--- src/design/deq_pkg.sv ---
// ----------------------------------------------------------------------------
// deq_pkg - shared types and constants for the double-ended queue
// Ring buffer sizing, command codes, controller states and the
// controller-to-datapath command bundle.
// ----------------------------------------------------------------------------
`default_nettype none

package deq_pkg;

	localparam int DEPTH   = 1024;
	localparam int IDX_W   = $clog2(DEPTH);
	localparam int CNT_W   = $clog2(DEPTH + 1);
	localparam int DATA_W  = 32;
	localparam int CMD_W   = 3;
	localparam int COUNT_W = 11;

	localparam logic [DATA_W-1:0] NONE_VALUE = {DATA_W{1'b1}};

	typedef logic [IDX_W-1:0] idx_t;
	typedef logic [CNT_W-1:0] cnt_t;

	typedef enum logic [CMD_W-1:0] {
		CMD_PUSH_FRONT = 3'd0,
		CMD_PUSH_BACK  = 3'd1,
		CMD_POP_FRONT  = 3'd2,
		CMD_POP_BACK   = 3'd3,
		CMD_QUERY      = 3'd4
	} cmd_t;

	typedef enum logic [1:0] {
		ST_IDLE,
		ST_EXEC,
		ST_READ,
		ST_DONE
	} state_t;

	typedef struct packed {
		logic load;      // latch the incoming beat
		logic exec;      // apply command, write slot, read popped slot
		logic read_ends; // read front and back, capture popped data
	} dp_cmd_t;

	function automatic idx_t idx_next(input idx_t i);
		return (i == IDX_W'(DEPTH - 1)) ? '0 : idx_t'(i + 1'b1);
	endfunction

	function automatic idx_t idx_prev(input idx_t i);
		return (i == '0) ? IDX_W'(DEPTH - 1) : idx_t'(i - 1'b1);
	endfunction

endpackage

`default_nettype wire

--- src/design/deq_ctrl.sv ---
// ----------------------------------------------------------------------------
// deq_ctrl - command sequencer
// Steps each accepted beat through execute, read and result cycles.
// ----------------------------------------------------------------------------
`default_nettype none

module deq_ctrl (
	input  wire logic             clk,
	input  wire logic             arst_n,
	input  wire logic             start,
	output logic                  busy,
	output logic                  done,
	output deq_pkg::dp_cmd_t      dp_cmd
);
	import deq_pkg::*;

	state_t state_q;
	state_t state_d;
	logic   accept;

	always_ff @(posedge clk or negedge arst_n) begin
		if (!arst_n) begin
			state_q <= ST_IDLE;
		end else begin
			state_q <= state_d;
		end
	end

	always_comb begin
		busy              = 1'b1;
		done              = 1'b0;
		accept            = 1'b0;
		dp_cmd            = '0;
		state_d           = state_q;
		case (state_q)
			ST_IDLE: begin
				busy   = 1'b0;
				accept = start;
			end
			ST_EXEC: begin
				dp_cmd.exec = 1'b1;
				state_d     = ST_READ;
			end
			ST_READ: begin
				dp_cmd.read_ends = 1'b1;
				state_d          = ST_DONE;
			end
			ST_DONE: begin
				// result register is stable here, so take the next beat now
				busy    = 1'b0;
				done    = 1'b1;
				accept  = start;
				state_d = ST_IDLE;
			end
			default: begin
				state_d = ST_IDLE;
			end
		endcase
		if (accept) begin
			dp_cmd.load = 1'b1;
			state_d     = ST_EXEC;
		end
	end

endmodule

`default_nettype wire

--- config.mk ---
export PLATFORM = sky130hd
export DESIGN_NAME = deq_ctrl
export DESIGN_NICKNAME = d
export VERILOG_FILES = /design/src/design/deq_pkg.sv /design/src/design/deq_ctrl.sv
export SDC_FILE = /design/constraint.sdc
export NUM_CORES = 1
export LEC_CHECK = 0
export BUFFER_PORTS_ARGS = -buffer_cell sky130_fd_sc_hd__buf_2
export CAP_MARGIN = 20
export CORE_AREA = 4 4 41 43
export CTS_BUF_LIST = sky130_fd_sc_hd__clkbuf_8
export CTS_CLUSTER_DIAMETER = 150
export DETAILED_ROUTE_END_ITERATION = 10
export DIE_AREA = 0 0 45 47
export PLACE_DENSITY_LB_ADDON = 0.05
export SYNTH_ARGS = -nofsm -noshare
export SYNTH_HDL_FRONTEND = slang
export SYNTH_SLANG_ARGS = --single-unit
--- constraint.sdc ---
create_clock -name clk -period 1.45 [get_ports clk]
set_input_delay 0.0725 -clock clk [delete_from_list [all_inputs] [get_ports clk]]
set_output_delay 0.0725 -clock clk [all_outputs]
set_load 0.02 [all_outputs]
## Word-level counts from Yosys, hierarchy flattened

Cells that the tools add are included.

| operators by class | value |
|---|---|
| add/sub/neg operators | 0 |
| multipliers | 0 |
| divide/modulo/power cells | 0 |
| order comparisons | 0 |
| equal/unequal tests | 3 |
| shifts and indexed selects | 0 |
| multiplexer cells | 8 |
| bitwise gates (word level) | 0 |
| reduce and logical (&&, ||, !) cells | 3 |

Operator list:

| kind | count |
|---|---|
| 1-bit two-way mux | 6 |
| 2-bit one-hot mux with 3 select lines | 1 |
| 2-bit == test, second input constant | 2 |
| 4-bit nonzero test | 1 |
| 2-bit by 1-bit == test with 1-bit output, second input constant | 1 |
| 2-bit zero test | 1 |
| 2-bit two-way mux | 1 |
| 2-bit OR reduction | 1 |

| word-level totals | value |
|---|---|
| register bits after elaboration | 2 |
| latch bits | 0 |
| bits in writable memories | 0 |
| ROM bits | 0 |
| input port bits | 3 |
| output and inout bits | 5 |
| logic and storage cells | 15 |
| memories | 0 |

## Depth between registers and ports, before layout

Gate-level depths: netlist (run 1).

| logic depth | value |
|---|---|
| depth in word-level cells | 4 |
| gate-level depth with buffers | 4 |
| depth with buffers taken out | 4 |

## Worst setup path before layout (run 1)

OpenSTA, ideal clock, no wires.

| path | value |
|---|---|
| kind | register to register |
| start point | reg state_q[0] |
| end point | reg state_q[0] |
| data arrival time | 1076 ps |
| data required time | 1310 ps |
| slack | 235 ps |
| stages on the path, launching flop included | 4 |
| buffers on the path | 0 |
| path through | dfrtp_1 -> ha_1 -> nor4b_2 -> a211oi_2 |

| on the way | value |
|---|---|
| cells in the longest elaborated chain, start to end | 4 |

Ends and longest elaborated chain:

| item | RTL line | source |
|---|---|---|
| start: declaration | deq_ctrl.sv:17 | `state_t state_q;` |
| start signal: assignment | deq_ctrl.sv:25 | `state_q <= state_d;` |
| 2-bit == test or 2-bit zero test (tied branches) | deq_ctrl.sv:35 | `case (state_q)` |
| 2-bit OR reduction (no line) | - |  |
| 1-bit two-way mux | deq_ctrl.sv:35 |  |
| 4-bit nonzero test (no line) or 2-bit two-way mux (tied branches) | - |  |

Several ways; a longest one is shown, not always the timed one.
A chain may end at the register's enable or synchronous reset.

==> results of run 1 <==
-- logic make-up after synthesis --
group | after synthesis | synth area share
buffers and inverters | 4 | 0.1181
AOI/OAI and AO/OA | 2 | 0.1102
and+or+nand+nor | 5 | 0.2205
adders and majority gates | 3 | 0.2362
DFF | 2 | 0.3150
-- cell type report --
type                       instances  area (um^2)  area share
sequential                         2        50.05      0.1843
inverter                           3        11.26     0.04147
timing repair buffer              10        60.06      0.2212
tap                               15        18.77     0.06912
multi-input combinational         10        90.09      0.3318
clock buffer                       3        41.29      0.1521
-- synth_stat cells --
cell	number	area [um^2]
ha_1	3	37.54
buf_4	1	7.510
nor2_1	2	7.510
inv_1	3	11.26
and2_1	1	6.260
a211oi_2	1	12.51
nor4b_2	1	15.01
nand2b_1	1	6.260
dfrtp_1	2	50.05
a21oi_1	1	5.000
-- repair_timing --
| action | 4_1_cts | 5_1_grt |
|---|---|---|
| hold buffers | 1 | 0 |
| endpoints found under the hold margin | 2 | 0 |
| setup buffers | 0 | 2 |
| setup endpoints to repair | 0 | 1 |
-- final timing paths --
kind / startpoint / end / slack (ns) / depth (start not counted)
setup / recovery: state_q[0] / dp_cmd[2] / 0.08 / 4
hold / removal: arst_n / state_q[1] / 0.18 / 2
setup reg to reg: state_q[0] / state_q[0] / 0.19 / 4
hold reg to reg: state_q[1] / state_q[1] / 0.60 / 2
max in group asynchronous: arst_n / state_q[0] / 1.18 / 2
min in group clk: start / state_q[1] / 0.20 / 3
-- where the power goes --
group	internal [W]	total, W	switching, W
Clock	0.000175	0.000215	0.0000400
Combinational	0.000201	0.000480	0.000279
Sequential	0.0000890	0.000119	0.0000299
Total	0.000465	0.000814	0.000349
-- metrics by stage --
stage / area (um^2) / power (W) / hold WS (ns) / cells / util
floorplan: 158.9 / 0.0004644 / -0.2231 / 16 / -
detailed placement: 205.2 / 0.0005719 / -0.1398 / 37 / 0.1577
CTS: 256.5 / 0.0007970 / 0.1707 / 41 / 0.1971
global placement: 205.2 / 0.0005764 / -0.1399 / 37 / 0.1577
global route: 271.5 / 0.0008913 / 0.1956 / 43 / 0.2087
finish: 271.5 / 0.0008138 / 0.1755 / 43 / 0.2087
-- routing by layer --
layer	vias to the layer above	GRT usage	part of all wire
met4	0	0.07018	0
met1	65	0.04556	0.48
met5	-	0	0
met3	0	0.02682	0.075
li1	74	-	-
met2	4	0.05932	0.44
-- worst register-to-register path, delay by kind of cell, from the launching register on --
family | cells | cell delay [ns]
AO/OA/AOI/OAI | 1 | 0.21
buffers and inverters | 1 | 0.06
flip-flops | 1 | 0.37
AND/OR/NAND/NOR | 1 | 0.18
adder cells (fa/ha/maj) | 1 | 0.34
==> summary.txt, run 1 <==
Final layout
  • Top reg by flops: state_q
  • Fin nets: 36
  • Number of flip-flops in the largest register: 2
  • Regs by FF count: state_q x2
  • Most frequent cells in the layout: 7 x buf_2, 3 x inv_1, 3 x ha_1, 3 x clkbuf_8
  • Commonest non-fill, non-tap cell in the layout: buf_2
  • Fillers: 149
  • ANT cells: 0
  • Area grow syn2layout: 70.87%
  • Share of layout cells above drive strength 1: 0.5000

Timing
  • Min Tclk post-route: 1.374 ns
  • Final setup viols: 0
  • Setup TNS: 0 ns
  • Final period util: 0.9478
  • Max Slew Vio Count: 0
  • Unrepaired setup endpoints after global routing: no
  • Setup ws final: 0.07573 ns
  • F_max: 727.7 MHz
  • Slew Limit Headroom: 0.8424
  • Worst-margin pin slew: 0.2358 ns
  • Layout Skew: 0.0005531 ns
  • Fin. Hold Viols: 0

Clocking
  • CTS max path bufs: 2
  • Root buffer cell: clkbuf_8
  • Sink Count: 2
  • Worst-Skew Late Latency: 0.21 ns
  • Resized Gates After CTS: 0
  • Clk slew on worst S/H paths: 0.03 ns
  • CTS H-tree lvls: 1
  • CTS tree: done
  • CTS Buf Count: 3

Detailed routing
  • Post-route ant nets: 0
  • Vias per cell: 3.326
  • Final WL: 371 um
  • DR DRC count: 0
  • Avg WL per Cell: 8.628 um
  • DR pass1 iterations: 2
  • Vias: 143
  • Detailed Route Iter0 Violations: 5

Power and ir drop
  • Leakage: 0.1443 nW
  • VDD IR max: 0.6960 mV
  • Power per cell area: 2997 mW/mm^2

Critical path
  • Top Family by Delay on Critical Path: flip-flops
  • Worst setup EP type: output pin
  • Type of origin of the critical path: register
  • Arrival time at the worst endpoint: 1.30 ns
  • Worst path max stage delay: 0.37 ns
  • Worst-path maximum fanout: 5
  • Critical-path top delay cell: dfrtp_1
  • WP data required: 1.38 ns
  • Crit path buf inv count: 2
  • Critical path class: reg2out
  • Critical-path cell list: inv_1, ha_1, and2_1, buf_2

Global routing
  • First-pass GRT wire length: 621 um
  • Gr usage total: 0.04743
  • Largest net degree at the start of global routing: 6
  • Vias in the first global route: 152
  • Grt total ovfl: 0
  • Initial antenna violation count: 0

Synthesis
  • Synthesis-stage register bit count: 2
  • Synth Net Count: 22
  • Unique masters post-synth: 10
  • Mean Syn Cell Area: 9.931 um^2
  • Mapped Area: 158.9 um^2
  • Post-Syn Instances: 16
  • Post-synthesis sequential area ratio: 0.3150
  • Ys Warns: 0

Floorplanning
  • Die area: 0.002115 mm^2
  • Boundary pin count: 8
  • Initial core utilization: 0.1221
  • Die height: 47 um
  • # rows: 13
  • Die width: 45 um
  • Core area: 0.001301 mm^2

Run status
  • Status: finished clean

Hold path
  • Worst hold path type: in2async

Placed design
  • Final HPWL DP: 285.5 um
  • Setup slack at placement: 0.1372 ns
  • RePlAce Congestion: 0.5416
  • Port Buffer Count: 7

Flow run
  • Max cap viols: 0
No activity file was read; power rests on OpenSTA's default activity.
==> run 2, diff against run 1 <==
CELL_PAD_IN_SITES_DETAIL_PLACEMENT = 1   (was not set)
CELL_PAD_IN_SITES_GLOBAL_PLACEMENT = 1   (was not set)
CTS_CLUSTER_DIAMETER = 100   (was 150)
==> summary.txt, run 2 (synthesized netlist as in run 1, its figures left out) <==
Clocking
  • Worst-Skew Late Latency: 0.21 ns (about the same)
  • CTS tree: done
  • CTS H-tree lvls: 1 (unchanged)
  • CTS max path bufs: 2 (unchanged)
  • CTS Buf Count: 3 (unchanged)
  • Root buffer cell: clkbuf_8
  • Clk slew on worst S/H paths: 0.03 ns (about the same)
  • Sink Count: 2 (unchanged)

Critical path
  • Critical-path cell list: inv_1, ha_1, and2_1, buf_2
  • R2R Setup Slk: 0.19 ns (about the same)
  • Critical path class: reg2out
  • Worst setup EP type: output pin
  • Crit. path cell count: 4 (unchanged)
  • Worst path max stage delay: 0.39 ns (+0.02 ns)
  • Crit path buf inv count: 2 (unchanged)
  • Top Family by Delay on Critical Path: flip-flops
  • Type of origin of the critical path: register
  • Worst reg2reg startpoint: state_q[0]
  • Critical-path top delay cell: dfrtp_1
  • WP data required: 1.38 ns (about the same)
  • Reg2Reg Depth: 4 (unchanged)
  • Arrival time at the worst endpoint: 1.32 ns (+0.02 ns)
  • RR Endpoint: state_q[0]
  • Worst-path maximum fanout: 5 (unchanged)

Placed design
  • Placed inst area: 205.2 um^2 (unchanged)
  • Port Buffer Count: 7 (unchanged)
  • RePlAce Congestion: 0.6052 (+12%)

Timing
  • Slew Limit Headroom: 0.8344 (-0.008020)
  • Fin. Hold Viols: 0 (unchanged)
  • Min Tclk post-route: 1.390 ns (+0.01533 ns)
  • Hold WS: 0.1808 ns (+0.005361 ns)
  • F_max: 719.6 MHz (-1.1%)
  • Layout Skew: 0.001475 ns (+0.0009217 ns)
  • Final setup viols: 0 (unchanged)
  • Max Slew Vio Count: 0 (unchanged)
  • Final period util: 0.9583 (+0.01057)
  • Worst-margin pin slew: 0.2478 ns (+0.01200 ns)

Final layout
  • ANT cells: 0 (unchanged)
  • Fin nets: 36 (unchanged)
  • Top reg by flops: state_q
  • FF+latch area: 50.05 um^2 (unchanged)
  • Multi-input gate area: 90.09 um^2 (unchanged)
  • Number of flip-flops in the largest register: 2 (unchanged)
  • Most frequent cells in the layout: 7 x buf_2, 3 x inv_1, 3 x ha_1, 3 x clkbuf_8
  • Share of layout cells above drive strength 1: 0.5000 (unchanged)
  • Area grow syn2layout: 70.87% (unchanged)
  • Fillers: 169 (+13%)
  • Regs by FF count: state_q x2
  • Commonest non-fill, non-tap cell in the layout: buf_2
  • Final instance area: 271.5 um^2 (unchanged)

Detailed routing
  • DR pass1 iterations: 2 (unchanged)
  • DR DRC count: 0 (unchanged)
  • Final WL: 399 um (+7.5%)
  • Vias: 146 (+2.1%)
  • Vias per cell: 3.395 (+2.1%)
  • Avg WL per Cell: 9.279 um (+7.5%)
  • Post-route ant nets: 0 (unchanged)
  • Detailed Route Iter0 Violations: 1 (-4)

Floorplanning
  • Die width: 45 um (unchanged)
  • Initial core utilization: 0.1221 (unchanged)
  • Core area: 0.001301 mm^2 (unchanged)
  • Die height: 47 um (unchanged)
  • # rows: 13 (unchanged)
  • Die area: 0.002115 mm^2 (unchanged)
  • Boundary pin count: 8 (unchanged)

Global routing
  • Vias in the first global route: 150 (-1.3%)
  • First-pass GRT wire length: 593 um (-4.5%)
  • Grt total ovfl: 0 (unchanged)
  • Largest net degree at the start of global routing: 6 (unchanged)
  • Initial antenna violation count: 0 (unchanged)
  • Gr usage total: 0.04502 (-0.002407)

Hold path
  • Worst hold path type: in2async

Power and ir drop
  • Leakage: 0.1443 nW (unchanged)
  • Total Power Consumption: 0.0008126 W (-0.15%)
  • Power per cell area: 2993 mW/mm^2 (-0.15%)
  • VDD IR max: 0.6940 mV (-0.29%)

Flow run
  • Max cap viols: 0 (unchanged)

Run status
  • Status: finished clean
==> run 2: cell counts in the layout (fill, tap and decap cells not counted) <==
No cell type changed its count.
==> run 2: layout make-up <==
cell class                      count  area share
Multi-Input combinational cell     10      0.3318
Sequential cell                     2      0.1843
Timing Repair Buffer               10      0.2212
Clock buffer                        3      0.1521
Tap cell                           15     0.06912
Inverter                            3     0.04147
==> run 2: routing by layer <==
metal / vias to the layer above / share of wire / track usage / wire (um)
li1: 75 / - / - / -
met1: 66 / 0.42 / 0.04773 / 167
met2: 5 / 0.50 / 0.05650 / 198
met3: 0 / 0.080 / 0.02682 / 32
met4: 0 / 0 / 0.05263 / 0
met5: - / 0 / 0 / 0
==> run 2: worst max path at each step <==
stage               slack (ns)    endpoint  startpoint
finish                    0.06   dp_cmd[2]  state_q[0]
global route            -0.006   dp_cmd[2]  state_q[0]
CTS                       0.02   dp_cmd[2]  state_q[0]
detailed placement        0.17  state_q[0]  state_q[0]
global placement          0.13  state_q[0]  state_q[0]
floorplan                 0.23  state_q[0]  state_q[0]
==> run 2: worst reg2reg max path, stage by stage (launching register included) <==
cell and delay [ns]:
dfrtp_1 0.39, inv_1 0.06, ha_1 0.34, nor4b_2 0.18, a211oi_2 0.20
==> run 2: repair_timing <==
action	4_1_cts	5_1_grt
endpoints found under the setup margin	0	1
setup buffers	0	2
resized for setup	0	0
hold buffers	1	0
hold endpoints to repair	2	0
==> run 2: power by group <==
part	leakage (nW)	total [W]	switching, W	internal [W]
logic	0.0993	0.000476	0.000275	0.000201
registers	0.0234	0.000121	0.0000323	0.0000889
clock network	0.0216	0.000215	0.0000402	0.000175
total	0.144	0.000813	0.000348	0.000465
==> run 2: metrics by stage <==
| stage | worst slack, ns | cells | util | TNS (ns) |
|---|---|---|---|---|
| detailed placement | 0.1676 | 37 | 0.1577 | 0 |
| floorplan | 0.2346 | 16 | - | 0 |
| CTS | 0.02264 | 41 | 0.1971 | 0 |
| global placement | 0.1308 | 37 | 0.1577 | 0 |
| finish | 0.06040 | 43 | 0.2087 | 0 |
| global route | -0.006007 | 43 | 0.2087 | -0.006007 |
